--- src/design/rotation_matrix_to_quaternion_top_defines.svh ---
// assertion macros for the rotation matrix to quaternion block
`ifndef ROTATION_MATRIX_TO_QUATERNION_TOP_DEFINES_SVH
`define ROTATION_MATRIX_TO_QUATERNION_TOP_DEFINES_SVH

// antecedent implies consequent in the same cycle, clocked on clk_i
`define RMQ_ASSERT_IMP(lbl, ante, cons, msg) \
  lbl: assert property (@(posedge clk_i) disable iff (!rst_ni) (ante) |-> (cons)) \
    else $error(msg);

// antecedent implies consequent in the next cycle
`define RMQ_ASSERT_NXT(lbl, ante, cons, msg) \
  lbl: assert property (@(posedge clk_i) disable iff (!rst_ni) (ante) |=> (cons)) \
    else $error(msg);

`endif

--- src/design/rmq_pkg.sv ---
// types and constants shared by the rotation matrix to quaternion block
`default_nettype none

package rmq_pkg;

  localparam int unsigned ElemW = 16;
  localparam int unsigned QuatWW = 15;

  typedef struct packed {
    logic signed [ElemW-1:0] m_c0_r0;
    logic signed [ElemW-1:0] m_c1_r1;
    logic signed [ElemW-1:0] m_c2_r2;
    logic signed [ElemW-1:0] m_c2_r1;
    logic signed [ElemW-1:0] m_c1_r2;
    logic signed [ElemW-1:0] m_c0_r2;
    logic signed [ElemW-1:0] m_c2_r0;
    logic signed [ElemW-1:0] m_c1_r0;
    logic signed [ElemW-1:0] m_c0_r1;
  } matrix_t;

  typedef struct packed {
    logic        [QuatWW-1:0] quat_w;
    logic signed [ElemW-1:0]  quat_x;
    logic signed [ElemW-1:0]  quat_y;
    logic signed [ElemW-1:0]  quat_z;
  } quat_t;

endpackage

`default_nettype wire

--- src/design/rotation_matrix_to_quaternion_top.sv ---
// rotation matrix to inverse-rotation quaternion, fully pipelined
//
// usage:
//   start_i with matrix_i offers one matrix; it is taken at a rising edge
//   where start_i is high and busy_o is low. busy_o stays low, so a new
//   matrix may be offered in every cycle.
//   each result appears on quat_o for exactly one cycle with done_o high.
//   results come out in the order the matrices went in, one per matrix.
// stages: one front stage for saturation and radicands, FRAC_BITS + 2
//   square root stages (one root bit each, four lanes side by side) and
//   one output register.
// throughput: one matrix per cycle.
// reset: clears every valid bit; items in flight are dropped and done_o
//   stays low until new matrices reach the end of the pipe.
// the receiver cannot hold results off, and the pipe never stalls.
`default_nettype none
`include "rotation_matrix_to_quaternion_top_defines.svh"

module rotation_matrix_to_quaternion_top #(
  parameter int unsigned FRAC_BITS = 14
) (
  input  wire              clk_i,
  input  wire              rst_ni,
  input  wire              start_i,
  output logic             busy_o,
  input  rmq_pkg::matrix_t matrix_i,
  output logic             done_o,
  output rmq_pkg::quat_t   quat_o
);

  localparam int unsigned EW  = rmq_pkg::ElemW;
  localparam int unsigned SW  = (FRAC_BITS + 2 > EW + 1) ? FRAC_BITS + 2 : EW + 1;
  localparam int unsigned RW  = SW + 2;
  localparam int unsigned QW  = FRAC_BITS + 2;
  localparam int unsigned XW  = 2 * QW;
  localparam int unsigned MW  = QW + 2;
  localparam int unsigned NS  = QW;
  localparam int unsigned LAT = NS + 2;

  localparam logic signed [SW-1:0] ONE_S    = {{(SW-1){1'b0}}, 1'b1} << FRAC_BITS;
  localparam logic        [QW-1:0] ROOT_MAX = {1'b1, {(QW-1){1'b0}}};

  function automatic logic signed [SW-1:0] sat_elem(input logic signed [EW-1:0] v);
    logic signed [SW-1:0] e;
    e = SW'(v);
    if (e > ONE_S) begin
      e = ONE_S;
    end else if (e < -ONE_S) begin
      e = -ONE_S;
    end
    return e;
  endfunction

  // front stage: saturate, form the four radicands and the three signs
  logic signed [RW-1:0] d0, d1, d2, one_r;
  logic signed [RW-1:0] rad [4];
  logic signed [RW-1:0] diff_x, diff_y, diff_z;
  logic [XW-1:0]        x_in [4];
  logic [2:0]           sgn_in;

  always_comb begin
    d0     = RW'(sat_elem(matrix_i.m_c0_r0));
    d1     = RW'(sat_elem(matrix_i.m_c1_r1));
    d2     = RW'(sat_elem(matrix_i.m_c2_r2));
    one_r  = RW'(ONE_S);
    rad[0] = one_r + d0 + d1 + d2;
    rad[1] = one_r + d0 - d1 - d2;
    rad[2] = one_r - d0 + d1 - d2;
    rad[3] = one_r - d0 - d1 + d2;
    diff_x = RW'(sat_elem(matrix_i.m_c2_r1)) - RW'(sat_elem(matrix_i.m_c1_r2));
    diff_y = RW'(sat_elem(matrix_i.m_c0_r2)) - RW'(sat_elem(matrix_i.m_c2_r0));
    diff_z = RW'(sat_elem(matrix_i.m_c1_r0)) - RW'(sat_elem(matrix_i.m_c0_r1));
    sgn_in = {diff_x[RW-1], diff_y[RW-1], diff_z[RW-1]};
    for (int l = 0; l < 4; l++) begin
      // negative radicand clamps to zero
      if (rad[l][RW-1]) begin
        x_in[l] = '0;
      end else begin
        x_in[l] = XW'(rad[l][RW-2:0]) << FRAC_BITS;
      end
    end
  end

  // pipe registers: index 0 is after the front stage, index s after root step s
  logic [NS:0]   vld_q;
  logic [XW-1:0] x_q    [NS+1][4];
  logic [MW-1:0] rem_q  [NS+1][4];
  logic [QW-1:0] root_q [NS+1][4];
  logic [2:0]    sgn_q  [NS+1];

  assign busy_o = 1'b0;

  always_ff @(posedge clk_i or negedge rst_ni) begin
    if (!rst_ni) begin
      vld_q <= '0;
    end else begin
      vld_q <= {vld_q[NS-1:0], start_i & ~busy_o};
    end
  end

  always_ff @(posedge clk_i) begin
    sgn_q[0] <= sgn_in;
  end

  for (genvar l = 0; l < 4; l++) begin : g_front
    always_ff @(posedge clk_i) begin
      x_q[0][l]    <= x_in[l];
      rem_q[0][l]  <= '0;
      root_q[0][l] <= '0;
    end
  end

  // one root bit per stage: bring down two radicand bits, try root*4+1
  for (genvar s = 0; s < NS; s++) begin : g_stage
    always_ff @(posedge clk_i) begin
      sgn_q[s+1] <= sgn_q[s];
    end

    for (genvar l = 0; l < 4; l++) begin : g_lane
      logic [MW-1:0] rem_sh, trial, rem_d;
      logic [QW-1:0] root_d;

      always_comb begin
        rem_sh = {rem_q[s][l][MW-3:0], x_q[s][l][XW-1 -: 2]};
        trial  = {root_q[s][l], 2'b01};
        if (rem_sh >= trial) begin
          rem_d  = rem_sh - trial;
          root_d = {root_q[s][l][QW-2:0], 1'b1};
        end else begin
          rem_d  = rem_sh;
          root_d = {root_q[s][l][QW-2:0], 1'b0};
        end
      end

      always_ff @(posedge clk_i) begin
        x_q[s+1][l]    <= x_q[s][l] << 2;
        rem_q[s+1][l]  <= rem_d;
        root_q[s+1][l] <= root_d;
      end
    end
  end

  // output stage: halve the root and apply the signs
  logic [QW-2:0]   mag [4];
  logic [EW-1:0]   mag16 [4];
  rmq_pkg::quat_t  quat_d, quat_q;
  logic            done_q;

  always_comb begin
    for (int l = 0; l < 4; l++) begin
      mag[l]   = root_q[NS][l][QW-1:1];
      mag16[l] = EW'(mag[l]);
    end
    quat_d.quat_w = rmq_pkg::QuatWW'(mag[0]);
    quat_d.quat_x = sgn_q[NS][2] ? -mag16[1] : mag16[1];
    quat_d.quat_y = sgn_q[NS][1] ? -mag16[2] : mag16[2];
    quat_d.quat_z = sgn_q[NS][0] ? -mag16[3] : mag16[3];
  end

  always_ff @(posedge clk_i or negedge rst_ni) begin
    if (!rst_ni) begin
      done_q <= 1'b0;
    end else begin
      done_q <= vld_q[NS];
    end
  end

  always_ff @(posedge clk_i) begin
    quat_q <= quat_d;
  end

  assign done_o = done_q;
  assign quat_o = quat_q;

  // every accepted matrix gives exactly one result after the fixed latency
  `RMQ_ASSERT_IMP(a_lat_fwd, start_i && !busy_o, ##LAT done_o, "accepted matrix gave no result")
  `RMQ_ASSERT_IMP(a_lat_bwd, done_o, $past(start_i && !busy_o, LAT), "result without a matrix")

  for (genvar l = 0; l < 4; l++) begin : g_chk
    logic [MW-1:0] rem_lim;
    assign rem_lim = {1'b0, root_q[NS][l], 1'b0};
    // radicand never exceeds four, so the root stays within 2.0
    `RMQ_ASSERT_IMP(a_root_bound, vld_q[NS], root_q[NS][l] <= ROOT_MAX, "root out of range")
    // root step invariant: remainder at most twice the root
    `RMQ_ASSERT_NXT(a_rem_bound, vld_q[NS-1], rem_q[NS][l] <= rem_lim, "remainder too large")
  end

endmodule

`default_nettype wire

--- config.mk ---
export PLATFORM = sky130hd
export DESIGN_NAME = rotation_matrix_to_quaternion_top
export DESIGN_NICKNAME = d
export VERILOG_FILES = /design/src/design/rmq_pkg.sv /design/src/design/rotation_matrix_to_quaternion_top.sv
export VERILOG_INCLUDE_DIRS = /design/src /design/src/design
export SDC_FILE = /design/constraint.sdc
export NUM_CORES = 2
export LEC_CHECK = 0
export BUFFER_PORTS_ARGS = -buffer_cell sky130_fd_sc_hd__buf_2
export CAP_MARGIN = 20
export CORE_ASPECT_RATIO = 0.6
export CORE_UTILIZATION = 55
export DETAILED_ROUTE_END_ITERATION = 8
export GPL_ROUTABILITY_DRIVEN = 0
export PLACE_DENSITY = 0.76
export RECOVER_POWER = 100
export SYNTH_ARGS = -nofsm -noshare
export SYNTH_HDL_FRONTEND = slang
export SYNTH_MEMORY_MAX_BITS = 65536
export SYNTH_SLANG_ARGS = --single-unit
--- constraint.sdc ---
create_clock -name clk_i -period 3.2 [get_ports clk_i]
set_input_delay 0.32 -clock clk_i [delete_from_list [all_inputs] [get_ports clk_i]]
set_output_delay 0.32 -clock clk_i [all_outputs]
set_load 0.02 [all_outputs]
==> impl_metrics.env <==
export IMPL_clkTransAtPathRegs_ps=60
export IMPL_async_reset_ff_frac=0.00976
export IMPL_power_leakage_nw=41.5
export IMPL_cts_buffers=160
export IMPL_final_area_um2=88200
export IMPL_nets=9162
export IMPL_syn_inst=7577
export IMPL_grt_pass1_vias=52700
export IMPL_chipWidth_um=480
export IMPL_final_hold_violation_count=0
export IMPL_cts_htree_levels=4
export IMPL_synth_warnings=0
export IMPL_stdcell_count=10200
export IMPL_insertion_delay_ps=790
export IMPL_worst_r2r_endpoint="rem_q[12][57]$_DFF_P_"
export IMPL_whs_ps=74.9
export IMPL_reg2regPathDepth=12
export IMPL_r2r_slack_ps=-110
export IMPL_grt_pass1_wl_mm=258
export IMPL_min_path_cells=4
export IMPL_crit_fanout=8
export IMPL_met2_length_mm=68.9
export IMPL_syn_area_per_cell_um2=9.95
export IMPL_layout_commonest_cell="dfxtp_1"
export IMPL_cp_start_kind="input port"
export IMPL_critical_path_depth=25
export IMPL_tightestPinTransition_ps=854
export IMPL_required_ps=3850
export IMPL_grt_max_degree=24
export IMPL_hold_path_class="input port to register"
export IMPL_wl_met3_mm=9.10
export IMPL_cellPowerDensity_nw_per_um2=1000
export IMPL_cts_path_max_buffers=3
export IMPL_crit_buf_inv=8
export IMPL_layout_common_cells="dfxtp_1, inv_1, ha_1"
export IMPL_wire_per_inst_um=15.5
export IMPL_fin_ws_ps=-1380
export IMPL_fp_dieArea_um2=139000
export IMPL_yosys_most_used_dff="dfxtp_1"
export IMPL_grt_total_usage=0.222
export IMPL_slowest_stage="fa_1"
export IMPL_skew_ps=35.7
export IMPL_violations="setup timing"
export IMPL_dp_hpwl_mm=118
export IMPL_cts_tree="yes"
export IMPL_place_area_um2=81800
export IMPL_crit_top_cell="buf_6"
export IMPL_rsz0062_at_grt="yes"
export IMPL_ys_seq_area_frac=0.491
export IMPL_critPathTopFamily="compound AO/OA/AOI/OAI gates"
export IMPL_syn_area_um2=75400
export IMPL_areaGrowthSynthToFinish_pct=16.9
export IMPL_drive_above_1_share=0.138
export IMPL_yosys_cell_types_count=88
export IMPL_drc_errors=0
export IMPL_ant_nets=0
export IMPL_die_h_um=289
export IMPL_dp_cells=9902
export IMPL_finalCriticalPeriod_ps=4580
export IMPL_drv_cap=0
export IMPL_finalSetupViolations=95
export IMPL_antenna_found_initial=5
export IMPL_clockRootBuffer="clkbuf_16"
export IMPL_antennaDiodeCount=0
export IMPL_status="finished, violations left"
export IMPL_cts_sinks=1844
export IMPL_r2r_start="root_q[11][48]$_DFF_P_"
export IMPL_max_freq_ghz=0.218
export IMPL_slowest_delay_ps=480
export IMPL_slew_viol_final=0
export IMPL_wl_met1_mm=76.9
export IMPL_min_period_over_period=1.43
export IMPL_worstSetupStartpoint="matrix_i[130]"
export IMPL_synth_edff_count=0
export IMPL_start_util=0.558
export IMPL_grt_ovfl_total=0
export IMPL_ios=212
export IMPL_drt_initial_drc_count=3628
export IMPL_row_count=104
export IMPL_cp_end_kind="register"
export IMPL_coreArea_um2=135000
export IMPL_via_per_inst=5.28
export IMPL_wl_mm=158
export IMPL_num_vias=54000
export IMPL_io_buffers=210
export IMPL_top_layer="met5"
export IMPL_ys_seq_elements=1844
export IMPL_path_class="input port to register"
export IMPL_drt_first_pass_iters=5
export IMPL_worst_ep_arrival_time_ps=5230
export IMPL_ir_worst_vdd_uv=477
export IMPL_cp_endpoint="x_q[0][62]$_SDFF_PP0_"
export IMPL_max_slew_margin_rel=0.425
==> registers in the layout, indices dropped and copies added, names as in the netlist <==
signal / cells
sgn_q: 51
rem_q: 812
x_q: 360
root_q: 540
done_o: 1
quat_o: 63
vld_q: 17
==> repair_timing <==
item / 4_1_cts / 5_1_grt
setup endpoints to repair: 72 / 129
cloned: 4 / 2
endpoints found under the hold margin: 19 / 0
pin swaps: 17 / 62
gates resized for setup: 55 / 157
buffers inserted: 14 / 21
hold buffers: 3 / 0
==> routing by layer <==
| layer | track usage | vias to the layer above |
|---|---|---|
| met5 | 0 | - |
| met4 | 0.0623 | 4 |
| met3 | 0.0371 | 254 |
| met2 | 0.346 | 1375 |
| met1 | 0.317 | 25200 |
| li1 | - | 27100 |
==> synth_stat cells, drive strengths merged, types with 16 or more instances <==
library cell,instances,area (um2)
a21boi,34,255
a21oi,334,1670
nor2,535,2010
a211oi,34,255
a31oi,42,263
nor3,238,1200
nand2,511,1920
inv,751,2820
nor4,104,657
and3,37,233
o41ai,27,236
ha,619,7740
and2,93,583
clkbuf,96,360
o31ai,74,556
mux2,131,1480
a21o,137,1030
o211ai,24,180
nand3,105,526
o21a,118,886
fa,91,1820
nand2b,90,563
o31a,16,140
or2,37,234
xor2,300,2630
dfxtp,1826,36600
nor2b,95,594
or3,77,483
dfrtp,18,450
nand4,47,294
xnor2,302,2650
o21bai,25,188
or4,42,319
mux2i,23,230
o21ai,341,1710
==> cell type report <==
type,instances,area [um2]
flip-flops and latches,1844,37000
well taps,1802,2250
inverters,761,2860
clock inverters,58,749
fillers,10100,46900
multi-input cells,4876,36100
repair buffers,662,4440
clock buffers,233,4740
==> power breakdown <==
part,leakage (nW),internal (mW),switching [mW]
clock network,2.66,11.1,8.52
registers,15.4,31.8,5.37
logic,23.4,14.9,16.7
total,41.5,57.8,30.6
==> how the worst min path moves through the flow <==
stage,from,to,slack (ps)
after CTS,matrix_i[63],sgn_q[0][1]$_DFF_P_,20
final,matrix_i[63],sgn_q[0][1]$_DFF_P_,70
after global routing,matrix_i[63],sgn_q[0][1]$_DFF_P_,110
after detailed placement,rst_ni,vld_q[0]$_DFF_PN0_,260
after floorplan,rst_ni,done_o$_DFF_PN0_,20
after global placement,rst_ni,vld_q[0]$_DFF_PN0_,250
==> metrics by stage <==
stage | setup slack [ps] | power (mW) | util | setup TNS [ps]
final | -1380 | 88.4 | 0.653 | -81530
after global routing | -1470 | 94.5 | 0.653 | -106100
after CTS | -1200 | 88.1 | 0.650 | -65600
after detailed placement | -2200 | 67.6 | 0.606 | -140290
after global placement | -2170 | 65.9 | 0.606 | -136710
after floorplan | -1680 | 58.7 | - | -95180
==> worst reg2reg max path: cells and delay by family, from the launching register on <==
family | cells | cell delay [ps]
compound gates | 5 | 1010
buf+inv | 3 | 750
fa+ha+maj | 2 | 620
mux | 1 | 410
flops | 1 | 320
simple gates | 1 | 80
==> logic make-up after synthesis <==
kind of cell               count (synthesis)  share of synthesized area
and+or+nand+nor                         2084                      0.136
DFF                                     1844                      0.491
AOI/OAI and AO/OA                       1315                      0.111
buffers and inverters                    866                     0.0432
adders and majority gates                710                      0.127
xor gates and xnor gates                 602                     0.0699
muxes                                    154                     0.0226
other                                      2                  0.0000996
Note: power is estimated with default switching activity, not from simulation.
